File: src/hw/rtl/mcesa_pkg.sv
// Shared types, codes and constants of the multi-channel EMA spread alarm.
`timescale 1ns / 1ps

package mcesa_pkg;

	// Default number of sources held in the average store.
	localparam int MAX_SOURCES_DEF = 16;

	// Configuration port.
	localparam int CFG_IW = 3;
	localparam int CFG_DW = 16;

	localparam logic [CFG_IW-1:0] CFG_GAIN       = 3'd0;
	localparam logic [CFG_IW-1:0] CFG_MIN_SAMP   = 3'd1;
	localparam logic [CFG_IW-1:0] CFG_THRESHOLD  = 3'd2;
	localparam logic [CFG_IW-1:0] CFG_RELEASE    = 3'd3;
	localparam logic [CFG_IW-1:0] CFG_ACTIVE     = 3'd4;

	localparam logic [15:0] RST_GAIN      = 16'd6554;
	localparam logic [15:0] RST_MIN_SAMP  = 16'd1;
	localparam logic [15:0] RST_THRESHOLD = 16'd19661;
	localparam logic [15:0] RST_RELEASE   = 16'd52429;
	localparam logic [4:0]  RST_ACTIVE    = 5'd0;

	// Store entry: sample count in the upper half, average in the lower half.
	localparam int ENTRY_W = 32;

	// Stream payload widths.
	localparam int IN_TDATA_W    = 24;
	localparam int OUT_TDATA_W   = 112;
	localparam int OUT_ALARM_BIT = 16;

	// Result status codes.
	localparam logic [1:0] ST_NONE    = 2'd0;
	localparam logic [1:0] ST_ONSET   = 2'd1;
	localparam logic [1:0] ST_RECOVER = 2'd2;
	localparam logic [1:0] ST_INVALID = 2'd3;

	// Kind of transaction being finished by the controller.
	localparam logic [1:0] KIND_REC = 2'd0;
	localparam logic [1:0] KIND_CLR = 2'd1;
	localparam logic [1:0] KIND_INV = 2'd2;

	typedef struct packed {
		logic       cap;
		logic       rd;
		logic       mul;
		logic       wr;
		logic       scan;
		logic       fin;
		logic       load;
		logic [1:0] kind;
	} ctrl_cmd_t;

	typedef struct packed {
		logic in_clear;
		logic in_src_ok;
		logic scan_done;
		logic out_free;
	} ctrl_stat_t;

endpackage

File: src/hw/rtl/mcesa_ram.sv
// Generic single-port-write, single-port-read RAM with a registered read.
`timescale 1ns / 1ps

module mcesa_ram #(
	parameter int WIDTH = mcesa_pkg::ENTRY_W,
	parameter int DEPTH = mcesa_pkg::MAX_SOURCES_DEF
) (
	input  logic                     clk,
	input  logic                     we,
	input  logic [$clog2(DEPTH)-1:0] waddr,
	input  logic [WIDTH-1:0]         wdata,
	input  logic [$clog2(DEPTH)-1:0] raddr,
	output logic [WIDTH-1:0]         rdata
);

	logic [WIDTH-1:0] mem_q [DEPTH];
	logic [WIDTH-1:0] rdata_q;

	always_ff @(posedge clk) begin
		if (we) begin
			mem_q[waddr] <= wdata;
		end
		rdata_q <= mem_q[raddr];
	end

	assign rdata = rdata_q;

endmodule

File: src/hw/rtl/mcesa_ctrl.sv
// Controller state machine sequencing one transaction through the datapath.
`timescale 1ns / 1ps

module mcesa_ctrl (
	input  logic                   clk,
	input  logic                   arst_n,
	input  logic                   in_tvalid,
	output logic                   in_tready,
	input  mcesa_pkg::ctrl_stat_t  stat,
	output mcesa_pkg::ctrl_cmd_t   cmd
);

	localparam logic [2:0] S_IDLE = 3'd0;
	localparam logic [2:0] S_RD   = 3'd1;
	localparam logic [2:0] S_MUL  = 3'd2;
	localparam logic [2:0] S_WR   = 3'd3;
	localparam logic [2:0] S_SCAN = 3'd4;
	localparam logic [2:0] S_FIN  = 3'd5;
	localparam logic [2:0] S_LOAD = 3'd6;

	logic [2:0] state_q;
	logic [2:0] state_d;
	logic [1:0] kind_q;
	logic [1:0] kind_d;

	always_comb begin
		state_d   = state_q;
		kind_d    = kind_q;
		in_tready = 1'b0;
		cmd       = '0;
		cmd.kind  = kind_q;
		unique case (state_q)
			S_IDLE: begin
				in_tready = 1'b1;
				if (in_tvalid) begin
					cmd.cap = 1'b1;
					if (stat.in_clear) begin
						kind_d  = mcesa_pkg::KIND_CLR;
						state_d = S_LOAD;
					end else if (!stat.in_src_ok) begin
						kind_d  = mcesa_pkg::KIND_INV;
						state_d = S_LOAD;
					end else begin
						kind_d  = mcesa_pkg::KIND_REC;
						state_d = S_RD;
					end
				end
			end
			S_RD: begin
				cmd.rd  = 1'b1;
				state_d = S_MUL;
			end
			S_MUL: begin
				cmd.mul = 1'b1;
				state_d = S_WR;
			end
			S_WR: begin
				cmd.wr  = 1'b1;
				state_d = S_SCAN;
			end
			S_SCAN: begin
				cmd.scan = 1'b1;
				if (stat.scan_done) begin
					state_d = S_FIN;
				end
			end
			S_FIN: begin
				cmd.fin = 1'b1;
				state_d = S_LOAD;
			end
			S_LOAD: begin
				if (stat.out_free) begin
					cmd.load = 1'b1;
					state_d  = S_IDLE;
				end
			end
			default: begin
				state_d = S_IDLE;
			end
		endcase
	end

	always_ff @(posedge clk or negedge arst_n) begin
		if (!arst_n) begin
			state_q <= S_IDLE;
			kind_q  <= mcesa_pkg::KIND_REC;
		end else begin
			state_q <= state_d;
			kind_q  <= kind_d;
		end
	end

endmodule

File: src/hw/rtl/mcesa_dp.sv
// Datapath: configuration, average store, EMA update, spread scan, alarm and result register.
`timescale 1ns / 1ps

module mcesa_dp #(
	parameter int MAX_SOURCES = mcesa_pkg::MAX_SOURCES_DEF
) (
	input  logic                               clk,
	input  logic                               arst_n,
	input  logic                               cfg_we,
	input  logic [mcesa_pkg::CFG_IW-1:0]       cfg_index,
	input  logic [mcesa_pkg::CFG_DW-1:0]       cfg_data,
	input  logic                               in_tuser,
	input  logic [mcesa_pkg::IN_TDATA_W-1:0]   in_tdata,
	input  mcesa_pkg::ctrl_cmd_t               cmd,
	output mcesa_pkg::ctrl_stat_t              stat,
	input  logic                               out_tready,
	output logic                               out_tvalid,
	output logic [1:0]                         out_tuser,
	output logic [mcesa_pkg::OUT_TDATA_W-1:0]  out_tdata
);

	localparam int AW = $clog2(MAX_SOURCES);
	localparam int NW = $clog2(MAX_SOURCES + 1);
	localparam int LW = (NW > 5) ? NW : 5;

	// Configuration registers.
	logic [15:0] gain_q;
	logic [15:0] min_samp_q;
	logic [15:0] thr_q;
	logic [15:0] rel_frac_q;
	logic [4:0]  active_q;
	logic [31:0] rel_prod;
	logic [15:0] rel_q;

	always_ff @(posedge clk or negedge arst_n) begin
		if (!arst_n) begin
			gain_q     <= mcesa_pkg::RST_GAIN;
			min_samp_q <= mcesa_pkg::RST_MIN_SAMP;
			thr_q      <= mcesa_pkg::RST_THRESHOLD;
			rel_frac_q <= mcesa_pkg::RST_RELEASE;
			active_q   <= mcesa_pkg::RST_ACTIVE;
		end else if (cfg_we) begin
			unique case (cfg_index)
				mcesa_pkg::CFG_GAIN:      gain_q     <= cfg_data;
				mcesa_pkg::CFG_MIN_SAMP:  min_samp_q <= cfg_data;
				mcesa_pkg::CFG_THRESHOLD: thr_q      <= cfg_data;
				mcesa_pkg::CFG_RELEASE:   rel_frac_q <= cfg_data;
				mcesa_pkg::CFG_ACTIVE:    active_q   <= cfg_data[4:0];
				default: ;
			endcase
		end
	end

	// Release level, refreshed every cycle from the configuration.
	assign rel_prod = 32'(thr_q) * 32'(rel_frac_q);

	always_ff @(posedge clk) begin
		rel_q <= rel_prod[31:16];
	end

	// Number of sources taking part, capped at the store depth.
	logic [LW-1:0] act_ext;
	logic [LW-1:0] max_c;
	logic [LW-1:0] n_lim;

	assign act_ext = LW'(active_q);
	assign max_c   = LW'(MAX_SOURCES);
	assign n_lim   = (act_ext > max_c) ? max_c : act_ext;

	// Captured transaction.
	logic [AW-1:0] src_q;
	logic [15:0]   x_q;

	always_ff @(posedge clk) begin
		if (cmd.cap) begin
			src_q <= AW'(in_tdata[3:0]);
			x_q   <= in_tdata[19:4];
		end
	end

	// Store.
	logic                 ram_we;
	logic [31:0]          ram_wdata;
	logic [AW-1:0]        ram_raddr;
	logic [31:0]          ram_rdata;
	logic [LW-1:0]        k_q;
	logic [MAX_SOURCES-1:0] valid_q;

	assign ram_raddr = cmd.rd ? src_q : k_q[AW-1:0];

	mcesa_ram #(
		.WIDTH (mcesa_pkg::ENTRY_W),
		.DEPTH (MAX_SOURCES)
	) u_ram (
		.clk   (clk),
		.we    (ram_we),
		.waddr (src_q),
		.wdata (ram_wdata),
		.raddr (ram_raddr),
		.rdata (ram_rdata)
	);

	// EMA update.
	logic signed [15:0] ema_old;
	logic [15:0]        cnt_old;
	logic signed [16:0] diff;
	logic signed [33:0] prod;
	logic signed [33:0] prod_q;
	logic signed [15:0] ema_q;
	logic [15:0]        cnt_q;
	logic signed [17:0] sum;
	logic signed [15:0] new_avg;
	logic [15:0]        new_cnt;
	logic signed [15:0] upd_q;

	assign ema_old = valid_q[src_q] ? $signed(ram_rdata[15:0]) : 16'sd0;
	assign cnt_old = valid_q[src_q] ? ram_rdata[31:16] : 16'd0;
	assign diff    = $signed({x_q[15], x_q}) - $signed({ema_old[15], ema_old});
	assign prod    = $signed({1'b0, gain_q}) * diff;

	always_ff @(posedge clk) begin
		if (cmd.mul) begin
			prod_q <= prod;
			ema_q  <= ema_old;
			cnt_q  <= cnt_old;
		end
		if (cmd.wr) begin
			upd_q <= new_avg;
		end
	end

	assign sum = $signed({{2{ema_q[15]}}, ema_q}) + $signed(prod_q[33:16]);

	always_comb begin
		if (sum > 18'sd32767) begin
			new_avg = 16'sh7FFF;
		end else if (sum < -18'sd32768) begin
			new_avg = 16'sh8000;
		end else begin
			new_avg = sum[15:0];
		end
	end

	assign new_cnt   = (cnt_q == 16'hFFFF) ? cnt_q : cnt_q + 16'd1;
	assign ram_we    = cmd.wr;
	assign ram_wdata = {new_cnt, new_avg};

	// Spread scan: running maximum and minimum with the first index of each.
	logic               pend_s1;
	logic [AW-1:0]      idx_s1;
	logic               seen_q;
	logic signed [15:0] max_q;
	logic signed [15:0] min_q;
	logic [AW-1:0]      fmax_q;
	logic [AW-1:0]      fmin_q;
	logic signed [15:0] sc_val;
	logic [15:0]        sc_cnt;
	logic               sc_qual;
	logic               k_more;

	assign sc_val  = valid_q[idx_s1] ? $signed(ram_rdata[15:0]) : 16'sd0;
	assign sc_cnt  = valid_q[idx_s1] ? ram_rdata[31:16] : 16'd0;
	assign sc_qual = pend_s1 && (sc_cnt >= min_samp_q);
	assign k_more  = k_q < n_lim;

	always_ff @(posedge clk) begin
		if (cmd.scan && k_more) begin
			idx_s1 <= k_q[AW-1:0];
		end
		if (sc_qual) begin
			if (!seen_q || (sc_val > max_q)) begin
				max_q  <= sc_val;
				fmax_q <= idx_s1;
			end
			if (!seen_q || (sc_val < min_q)) begin
				min_q  <= sc_val;
				fmin_q <= idx_s1;
			end
		end
	end

	// Scan result.
	logic signed [16:0] span;
	logic [15:0]        spread_new;
	logic               pair_hit;
	logic [AW-1:0]      pa_q;
	logic [AW-1:0]      pb_q;

	assign span       = $signed({max_q[15], max_q}) - $signed({min_q[15], min_q});
	assign spread_new = seen_q ? span[15:0] : 16'd0;
	assign pair_hit   = seen_q && (max_q != min_q);

	always_ff @(posedge clk) begin
		if (cmd.fin) begin
			if (!pair_hit) begin
				pa_q <= '0;
				pb_q <= '0;
			end else if (fmax_q < fmin_q) begin
				pa_q <= fmax_q;
				pb_q <= fmin_q;
			end else begin
				pa_q <= fmin_q;
				pb_q <= fmax_q;
			end
		end
	end

	// Alarm and result assembly.
	logic        alarm_q;
	logic [15:0] cur_spread_q;
	logic [31:0] onset_q;
	logic [31:0] recov_q;
	logic        onset_hit;
	logic        recov_hit;
	logic [1:0]  res_status;
	logic [15:0] res_spread;
	logic        res_alarm;
	logic [3:0]  res_pa;
	logic [3:0]  res_pb;
	logic [15:0] res_upd;
	logic [31:0] res_onset;
	logic [31:0] res_recov;

	assign onset_hit = !alarm_q && (cur_spread_q > thr_q);
	assign recov_hit = alarm_q && (cur_spread_q < rel_q);

	always_comb begin
		res_status = mcesa_pkg::ST_NONE;
		res_spread = cur_spread_q;
		res_alarm  = alarm_q;
		res_pa     = 4'd0;
		res_pb     = 4'd0;
		res_upd    = 16'd0;
		res_onset  = onset_q;
		res_recov  = recov_q;
		unique case (cmd.kind)
			mcesa_pkg::KIND_REC: begin
				res_pa  = 4'(pa_q);
				res_pb  = 4'(pb_q);
				res_upd = upd_q;
				if (onset_hit) begin
					res_status = mcesa_pkg::ST_ONSET;
					res_alarm  = 1'b1;
					res_onset  = onset_q + 32'd1;
				end else if (recov_hit) begin
					res_status = mcesa_pkg::ST_RECOVER;
					res_alarm  = 1'b0;
					res_recov  = recov_q + 32'd1;
				end
			end
			mcesa_pkg::KIND_CLR: begin
				res_spread = 16'd0;
				res_alarm  = 1'b0;
			end
			mcesa_pkg::KIND_INV: begin
				res_status = mcesa_pkg::ST_INVALID;
			end
			default: ;
		endcase
	end

	// Control state.
	always_ff @(posedge clk or negedge arst_n) begin
		if (!arst_n) begin
			valid_q      <= '0;
			cur_spread_q <= 16'd0;
			alarm_q      <= 1'b0;
			onset_q      <= 32'd0;
			recov_q      <= 32'd0;
			out_tvalid   <= 1'b0;
			k_q          <= '0;
			pend_s1      <= 1'b0;
			seen_q       <= 1'b0;
		end else begin
			if (cmd.load) begin
				out_tvalid <= 1'b1;
			end else if (out_tready) begin
				out_tvalid <= 1'b0;
			end
			if (cmd.wr) begin
				valid_q[src_q] <= 1'b1;
				k_q            <= '0;
				pend_s1        <= 1'b0;
				seen_q         <= 1'b0;
			end
			if (cmd.scan) begin
				pend_s1 <= k_more;
				if (k_more) begin
					k_q <= k_q + LW'(1);
				end
			end
			if (sc_qual) begin
				seen_q <= 1'b1;
			end
			if (cmd.fin) begin
				cur_spread_q <= spread_new;
			end
			if (cmd.load) begin
				cur_spread_q <= res_spread;
				alarm_q      <= res_alarm;
				onset_q      <= res_onset;
				recov_q      <= res_recov;
				if (cmd.kind == mcesa_pkg::KIND_CLR) begin
					valid_q <= '0;
				end
			end
		end
	end

	// Result register payload.
	logic [1:0]  o_status_q;
	logic [15:0] o_spread_q;
	logic        o_alarm_q;
	logic [3:0]  o_pa_q;
	logic [3:0]  o_pb_q;
	logic [31:0] o_onset_q;
	logic [31:0] o_recov_q;
	logic [15:0] o_upd_q;

	always_ff @(posedge clk) begin
		if (cmd.load) begin
			o_status_q <= res_status;
			o_spread_q <= res_spread;
			o_alarm_q  <= res_alarm;
			o_pa_q     <= res_pa;
			o_pb_q     <= res_pb;
			o_onset_q  <= res_onset;
			o_recov_q  <= res_recov;
			o_upd_q    <= res_upd;
		end
	end

	assign out_tuser = o_status_q;
	assign out_tdata = {7'd0, o_upd_q, o_recov_q, o_onset_q, o_pb_q, o_pa_q,
		o_alarm_q, o_spread_q};

	assign stat.in_clear  = in_tuser;
	assign stat.in_src_ok = LW'(in_tdata[3:0]) < n_lim;
	assign stat.scan_done = !k_more;
	assign stat.out_free  = !out_tvalid || out_tready;

endmodule

File: src/hw/rtl/multi_channel_ema_spread_alarm_top.sv
// Top level of the multi-channel EMA spread alarm: controller, datapath and ports.
`timescale 1ns / 1ps

// A record transaction reads and updates its source's entry, then scans the N active
// sources (N capped at MAX_SOURCES) before its result is loaded; clear and rejected
// transactions go straight to the load. The spread scan reads one store entry per cycle
// through the single read port. A new transaction is accepted only once the last is loaded;
// a result still waiting in the output register holds back only the next load.
// Reset (arst_n low, asynchronous) sets config and control registers to their defaults and
// empties the store at once through per-entry valid bits, so no clearing pass is needed.

module multi_channel_ema_spread_alarm_top #(
	parameter int MAX_SOURCES = mcesa_pkg::MAX_SOURCES_DEF
) (
	input  logic                              clk,
	input  logic                              arst_n,

	// Configuration write port.
	input  logic                              cfg_we,
	input  logic [mcesa_pkg::CFG_IW-1:0]      cfg_index,
	input  logic [mcesa_pkg::CFG_DW-1:0]      cfg_data,

	// Input stream.
	input  logic                              s_axis_tvalid,
	output logic                              s_axis_tready,
	// tuser: cmd (bit 0).
	input  logic                              s_axis_tuser,
	// tdata: source_index [3:0], sentiment [19:4], zero padding [23:20].
	input  logic [mcesa_pkg::IN_TDATA_W-1:0]  s_axis_tdata,

	// Result stream.
	output logic                              m_axis_tvalid,
	input  logic                              m_axis_tready,
	// tuser: status [1:0].
	output logic [1:0]                        m_axis_tuser,
	// tdata: spread [15:0], alarm_active [16], pair_first [20:17], pair_second [24:21],
	// onset_count [56:25], recovery_count [88:57], updated_average [104:89],
	// zero padding [111:105].
	output logic [mcesa_pkg::OUT_TDATA_W-1:0] m_axis_tdata
);

	// The controller walks each record transaction through read, multiply, write-back, scan,
	// finish and load; the datapath holds the data registers and the store. The two are
	// joined only by the command and status structs below.
	mcesa_pkg::ctrl_cmd_t  cmd;
	mcesa_pkg::ctrl_stat_t stat;

	mcesa_ctrl u_ctrl (
		.clk       (clk),
		.arst_n    (arst_n),
		.in_tvalid (s_axis_tvalid),
		.in_tready (s_axis_tready),
		.stat      (stat),
		.cmd       (cmd)
	);

	// The result register in the datapath parts the two sides: a new transaction is
	// accepted while the previous result still waits, and only the final load waits
	// for the register to free up.
	mcesa_dp #(
		.MAX_SOURCES (MAX_SOURCES)
	) u_dp (
		.clk        (clk),
		.arst_n     (arst_n),
		.cfg_we     (cfg_we),
		.cfg_index  (cfg_index),
		.cfg_data   (cfg_data),
		.in_tuser   (s_axis_tuser),
		.in_tdata   (s_axis_tdata),
		.cmd        (cmd),
		.stat       (stat),
		.out_tready (m_axis_tready),
		.out_tvalid (m_axis_tvalid),
		.out_tuser  (m_axis_tuser),
		.out_tdata  (m_axis_tdata)
	);

endmodule

File: config.mk
export PLATFORM = sky130hd
export DESIGN_NAME = multi_channel_ema_spread_alarm_top
export DESIGN_NICKNAME = d
export VERILOG_FILES = /design/src/hw/rtl/mcesa_pkg.sv /design/src/hw/rtl/mcesa_ram.sv /design/src/hw/rtl/mcesa_ctrl.sv /design/src/hw/rtl/mcesa_dp.sv /design/src/hw/rtl/multi_channel_ema_spread_alarm_top.sv
export SDC_FILE = /design/constraint.sdc
export NUM_CORES = 2
export LEC_CHECK = 0
export BUFFER_PORTS_ARGS = -buffer_cell sky130_fd_sc_hd__clkbuf_2
export CAP_MARGIN = 0
export CORE_AREA = 2 2 395 397
export DETAILED_ROUTE_END_ITERATION = 10
export DIE_AREA = 0 0 397 399
export GPL_TIMING_DRIVEN = 0
export PLACE_DENSITY = 0.64
export SYNTH_ARGS = -nofsm -noshare
export SYNTH_HDL_FRONTEND = slang
export SYNTH_SLANG_ARGS = --single-unit
File: constraint.sdc
create_clock -name clk -period 9.5 [get_ports clk]
set_input_delay 1.9 -clock clk [delete_from_list [all_inputs] [get_ports clk]]
set_output_delay 1.9 -clock clk [all_outputs]
set_load 0.05 [all_outputs]
# After elaboration in Yosys (flattened, before gate mapping)
# Memory sizes are Yosys's and may differ from the RTL's. A register that Yosys moved wholly into a read port is not among the register bits.
# Index checks and enable logic that the tools add are counted.
dict set report classes {
  add_sub_neg 7
  eq_ne 17
  muxes 62
  n_mul 2
  magnitude_cmp 14
  n_bitwise 1
  n_reduce_logical 28
}
# cell n
set ops {}
lappend ops {{two-way mux 16 bit} 13}
lappend ops {{two-way mux 32 bit} 5}
lappend ops {{adder 32 x 1 -> 32 bit (second input constant)} 2}
lappend ops {{multiplier 17 x 17 -> 34 bit} 1}
lappend ops {{> comparator 16 bit} 2}
lappend ops {{< comparator 16 bit} 2}
lappend ops {{multiplier 16 x 16 -> 32 bit} 1}
lappend ops {{two-way mux 1 bit} 22}
lappend ops {{one-hot mux 3 bit (7 select lines)} 1}
lappend ops {{two-way mux 5 bit} 4}
lappend ops {{adder 16 x 18 -> 18 bit} 1}
lappend ops {{> comparator 18 x 16 -> 1 bit (second input constant)} 1}
lappend ops {{< comparator 18 x 16 -> 1 bit (second input constant)} 1}
lappend ops {{subtractor 16 x 16 -> 17 bit} 1}
lappend ops {{adder 16 x 1 -> 16 bit (second input constant)} 1}
lappend ops {{== test 16 bit (second input constant)} 1}
lappend ops {{>= comparator 16 bit} 1}
lappend ops {{!= test 16 bit} 1}
lappend ops {{OR 16 bit} 1}
lappend ops {{AND reduction 2 bit} 8}
lappend ops {{subtractor 16 bit} 1}
lappend ops {{two-way mux 3 bit} 5}
lappend ops {{== test 3 x 2 -> 1 bit (second input constant)} 4}
lappend ops {{== test 3 bit (second input constant)} 4}
lappend ops {{other kinds (24)} 47}
dict set report totals {
  in_bits 49
  ram_bits 512
  word_cells 170
  memories 1
  ff_bits 456
}
# name words word_bits rd rd_clocked_by_memory_dff write_ports line_no
set memory_table {}
lappend memory_table {u_dp.u_ram.mem_q 16 32 1 1 1 mcesa_ram.sv:16} ;# logic [WIDTH-1:0] mem_q [DEPTH];

# Logic depth before layout (Yosys ltp)
dict set report depth {
  ltp_word 8
  mapped_depth 38
  depth_no_buf 35
}

# Cells and area by module
# From an unflattened synthesis, not the netlist that was laid out.
dict set report unflattened {
  cells_unflattened 4709
  hier_area_um2 59186.8
}
# mod cells_per_inst seq_area_each_um2 instances area_per_inst_um2
set by_module_without_submodules {}
lappend by_module_without_submodules {mcesa_dp 3838 12062.8 1 39024.9}
lappend by_module_without_submodules {mcesa_ram 838 16015.4 1 19835.3}
lappend by_module_without_submodules {mcesa_ctrl 33 125.1 1 326.6}

# Worst setup path after synthesis
# OpenSTA, ideal clock, no wires.
dict set report synth_timing {
  path_kind {reg-to-reg}
  from {reg u_dp.src_q[0]}
  to {reg u_dp.prod_q[33], data pin}
  t_required_ns 9.240
  path_slack_ns -0.314
  period_less_slack_ns 9.814
  path_stages_with_launch 39
  t_arrival_ns 9.554
  path_cell_list {edfxtp_1 > clkbuf_1 > mux4_2 > mux4_2 > clkbuf_1 > and2_1 > ha_1 > fa_1 > nand3b_1 > a21boi_0 > o21ai_0 > a21boi_0 > o21ai_0 > nand2_1 > a21oi_1 > xnor2_1 > clkbuf_1 > nand2_1 > (+3 left out) > inv_1 > fa_1 > inv_1 > fa_1 > fa_1 > inv_1 > fa_1 > inv_1 > ha_1 > a21oi_1 > o21ai_0 > a221oi_1 > a21oi_1 > a211oi_2 > nor2b_1 > or4b_1 > a31oi_1 > xnor2_1}
}
dict set report synth_via {
  elab_chain_len 5
}
# element line_no
set synth_lines {}
lappend synth_lines {{start, declared} mcesa_dp.sv:71} ;# logic [AW-1:0] src_q;
lappend synth_lines {{start signal, assigned} mcesa_dp.sv:76} ;# src_q <= AW'(in_tdata[3:0]);
lappend synth_lines {{binary-select mux 1 bit (select 4 bit)} mcesa_dp.sv:116} ;# assign ema_old = valid_q[src_q] ? $signed(ram_rdata[15:0]) : 16'sd0;
lappend synth_lines {{two-way mux 1 bit (implied by the code)} mcesa_dp.sv:116}
lappend synth_lines {{two-way mux 16 bit} mcesa_dp.sv:116}
lappend synth_lines {{net u_dp.ema_old[0]} mcesa_dp.sv:104} ;# logic signed [15:0] ema_old;
lappend synth_lines {{subtractor 16 x 16 -> 17 bit} mcesa_dp.sv:118} ;# assign diff = $signed({x_q[15], x_q}) - $signed({ema_old[15], ema_old});
lappend synth_lines {{multiplier 17 x 17 -> 34 bit} mcesa_dp.sv:119} ;# assign prod = $signed({1'b0, gain_q}) * diff;
lappend synth_lines {{net u_dp.prod[33]} mcesa_dp.sv:107} ;# logic signed [33:0] prod;
lappend synth_lines {{end signal, assigned} mcesa_dp.sv:123} ;# prod_q <= prod;
lappend synth_lines {{end, declared} mcesa_dp.sv:108} ;# logic signed [33:0] prod_q;
# The timed path passes the listed nets, and every way through them passes these cells. The select of a mux whose other input is x is not followed.
# A chain may end at the register's enable or synchronous reset.

# Final worst setup path
# Same ends and word-level chain as after synthesis.

==> flow_summary.toml <==
[run_status]
status = "finished with violations"
violations = "negative setup slack"

[floorplanning]
core_um2 = 154000
dieArea_um2 = 158000
die_x_um = 397
die_h_um = 399
rows = 144
start_util_pct = 38.9
ios = 165

[synth]
synth.ff_latch_count = 984
synth_commonest_cells = "757 x edfxtp_1, 636 x inv_1, 568 x nand2_1, 404 x fa_1, 368 x ha_1"
synthesis.instances = 4895
synthAdderAreaFrac_pct = 21.2
ys.flop_type = "edfxtp_1"
yosys_warnings = 0
synth_area_leaders = "edfxtp_1 38%, fa_1 14%, ha_1 7.7%"
ys_types = 85
avgSynthCellArea_um2 = 12.2
synth_top_area_share_pct = 38.0
synth_compound_area_share_pct = 4.72
yosysTopAreaCell = "edfxtp_1"
ys_seq_area_share_pct = 47.2
synth_most_common_cell = "edfxtp_1"
mappedNetlistArea_um2 = 59800
synth_top_family_by_area = "adder cells"
synthMuxAreaShare_pct = 6.62
synth-edff-count = 757
synthArstFlopShare_pct = 18.2
synthXorXnorAreaFrac_pct = 2.96
yosys.area_share.simple_pct = 11.9

[final_layout]
fin_nets = 6047
regArea_um2 = 28200
drive_gt1_share_pct = 14.1
design_area_um2 = 68100
fillers = 13868
area_growth_syn_to_layout_pct = 13.9
multiInputGateArea_um2 = 28900

[critical_path]
required_ns = 9.96
worstReg2RegEnd = "u_dp.prod_q[33]"
critPathLaunchType = "flop"
crit-reg2reg-launch = "u_dp.src_q[0]"
cp-end-kind = "flop"
r2r_cells = 37
critPathMaxStageDelay_ns = 0.55
cp_common_cell = "fa_1"
path_max_fanout = 6
worst-path-buf-inv = 8
critPathKind = "reg -> reg"
arrival_ns = 10.13
critPathSlowestCell = "mux4_2"
critPathTopFamily = "adder cells"
reg2reg_slack_ns = -0.17

[timing]
fin_crit_sh_pct = 102
worst_slack_ns = -0.171
rsz0062_at_grt = "true"
holdWs_ns = 0.487
post-route-min-period_ns = 9.67
clock_skew_ns = 0.0244
setup_tns_ns = -0.346
fmax_ghz = 0.103
tightestPinTransition_ns = 1.43
finalSetupViolations = 3
slew_headroom_pct = 4.59
hold_violations = 0
slew_violations = 0

[clock_network]
cts_buffers = 100
cts_tree = "done"
clk_latency_ns = 0.71
cts.sinks = 984
root_buffer = "clkbuf_16"
holdBufCountCts = 0
htreeDepth = 3
clockBufferDepth = 3
clkTransAtPathRegs_ns = 0.06

[grt]
grt_start_max_net_pins = 102
grtUsageTotal_pct = 19.7
grt-ovfl-total = 0
grt_pass1_wl_um = 238000
first_global_vias = 39211
antenna_found_initial = 10

[routing]
via_per_inst = 5.22
drtPass1Iterations = 5
drtIter0Drc = 2822
vias = 38459
drcViolationCount = 0
wl_per_cell_um = 21.1
ant_nets = 0
wirelength_um = 155000

[hold_path]
whs_path_depth = 1
holdPathEnd = "u_dp.onset_q[31]"
hold_class = "reg -> reg"
hp-start = "u_dp.onset_q[31]"

[placed_design]
dp_slack_ns = -2.18
hpwl_um = 116000
portBuffers = 153
gp_congestion = 0.871
place_area_um2 = 63800

[flow_run]
drv_cap = 0
timing repair:
| item | CTS | global route |
|---|---|---|
| buffers inserted | 27 | 10 |
| resized for setup | 80 | 41 |
| pin swaps | 14 | 14 |
| setup endpoints to repair | 18 | 16 |
routing by layer:
layer | vias to the layer above | routed length [um] | global-route usage [%] | share of wire [%]
met4 | 2 | 6040 | 7.29 | 3.9
li1 | 17355 | - | - | -
met2 | 1191 | 74800 | 32.7 | 48
met3 | 264 | 9080 | 2.82 | 5.9
met1 | 19647 | 65100 | 26.2 | 42
met5 | - | 5 | 0 | 0.0032
stage by stage:
stage                     utilization (%)  std cells
after floorplan                         -       4901
after global placement               41.1       7098
after detailed placement             41.5       7134
after CTS                            44.1       7347
after global routing                 44.3       7361
final                                44.3       7363
final cells by class:
| cell class | count | area share [%] |
|---|---|---|
| multi-input combinational | 3070 | 42.5 |
| clock inverter | 54 | 0.891 |
| antenna | 6 | 0.0221 |
| buffer | 207 | 1.40 |
| tap | 2044 | 3.76 |
| clock buffer | 135 | 4.10 |
| sequential | 984 | 41.4 |
| timing repair buffer | 226 | 2.39 |
| inverter | 637 | 3.52 |
cells by family (layout without fill, tap and decap cells):
| family | after synthesis | in the layout |
|---|---|---|
| simple gates | 1441 | 1441 |
| mux | 215 | 215 |
| buf+inv | 847 | 1259 |
| other cells | 1 | 13 |
| xor+xnor | 202 | 202 |
| compound gates | 433 | 433 |
| flops | 984 | 984 |
| fa+ha+maj | 772 | 772 |
layout by cell type (no fill, tap or decap), types with 17 or more instances in the layout:
| cell type | instances |
|---|---|
| a211oi_1 | 42 |
| a21o_1 | 54 |
| a21oi_1 | 75 |
| a31oi_1 | 36 |
| and2_1 | 281 |
| and3_1 | 29 |
| buf_2 | 20 |
| buf_4 | 44 |
| buf_6 | 19 |
| clkbuf_1 | 180 |
| clkbuf_16 | 105 |
| clkbuf_2 | 155 |
| dfrtp_1 | 154 |
| dfstp_2 | 25 |
| dfxtp_1 | 48 |
| edfxtp_1 | 757 |
| fa_1 | 399 |
| ha_1 | 361 |
| inv_1 | 635 |
| mux2_2 | 54 |
| mux2i_1 | 20 |
| mux4_2 | 135 |
| nand2_1 | 563 |
| nand2b_1 | 37 |
| nand3_1 | 67 |
| nand4_1 | 38 |
| nor2_1 | 164 |
| nor2_4 | 17 |
| nor2b_1 | 54 |
| nor3_1 | 63 |
| nor4_1 | 36 |
| o21a_1 | 30 |
| o21ai_0 | 101 |
| xnor2_1 | 83 |
| xor2_1 | 109 |
sequential cells by signal (all words and copies together), names as in the netlist, 18 cells and up:
signal	cells
u_dp.o_onset_q	32
u_dp.recov_q	32
u_dp.u_ram.mem_q	512
u_dp.prod_q	18
u_dp.o_recov_q	32
u_dp.onset_q	32
u_dp.u_ram.rdata	32
how the worst max path moves through the flow:
stage                           end     startpoint  depth (start not counted)
CTS                 u_dp.prod_q[33]  u_dp.src_q[0]                         36
detailed placement  u_dp.prod_q[33]  u_dp.src_q[0]                         38
global placement    u_dp.prod_q[33]  u_dp.src_q[0]                         37
finish              u_dp.prod_q[33]  u_dp.src_q[0]                         37
global route        u_dp.prod_q[33]  u_dp.src_q[0]                         37
floorplan           u_dp.prod_q[33]  u_dp.src_q[0]                         38
Power is not shown: default switching activity piles up to over one toggle a cycle in this logic, so the estimate is an artifact.
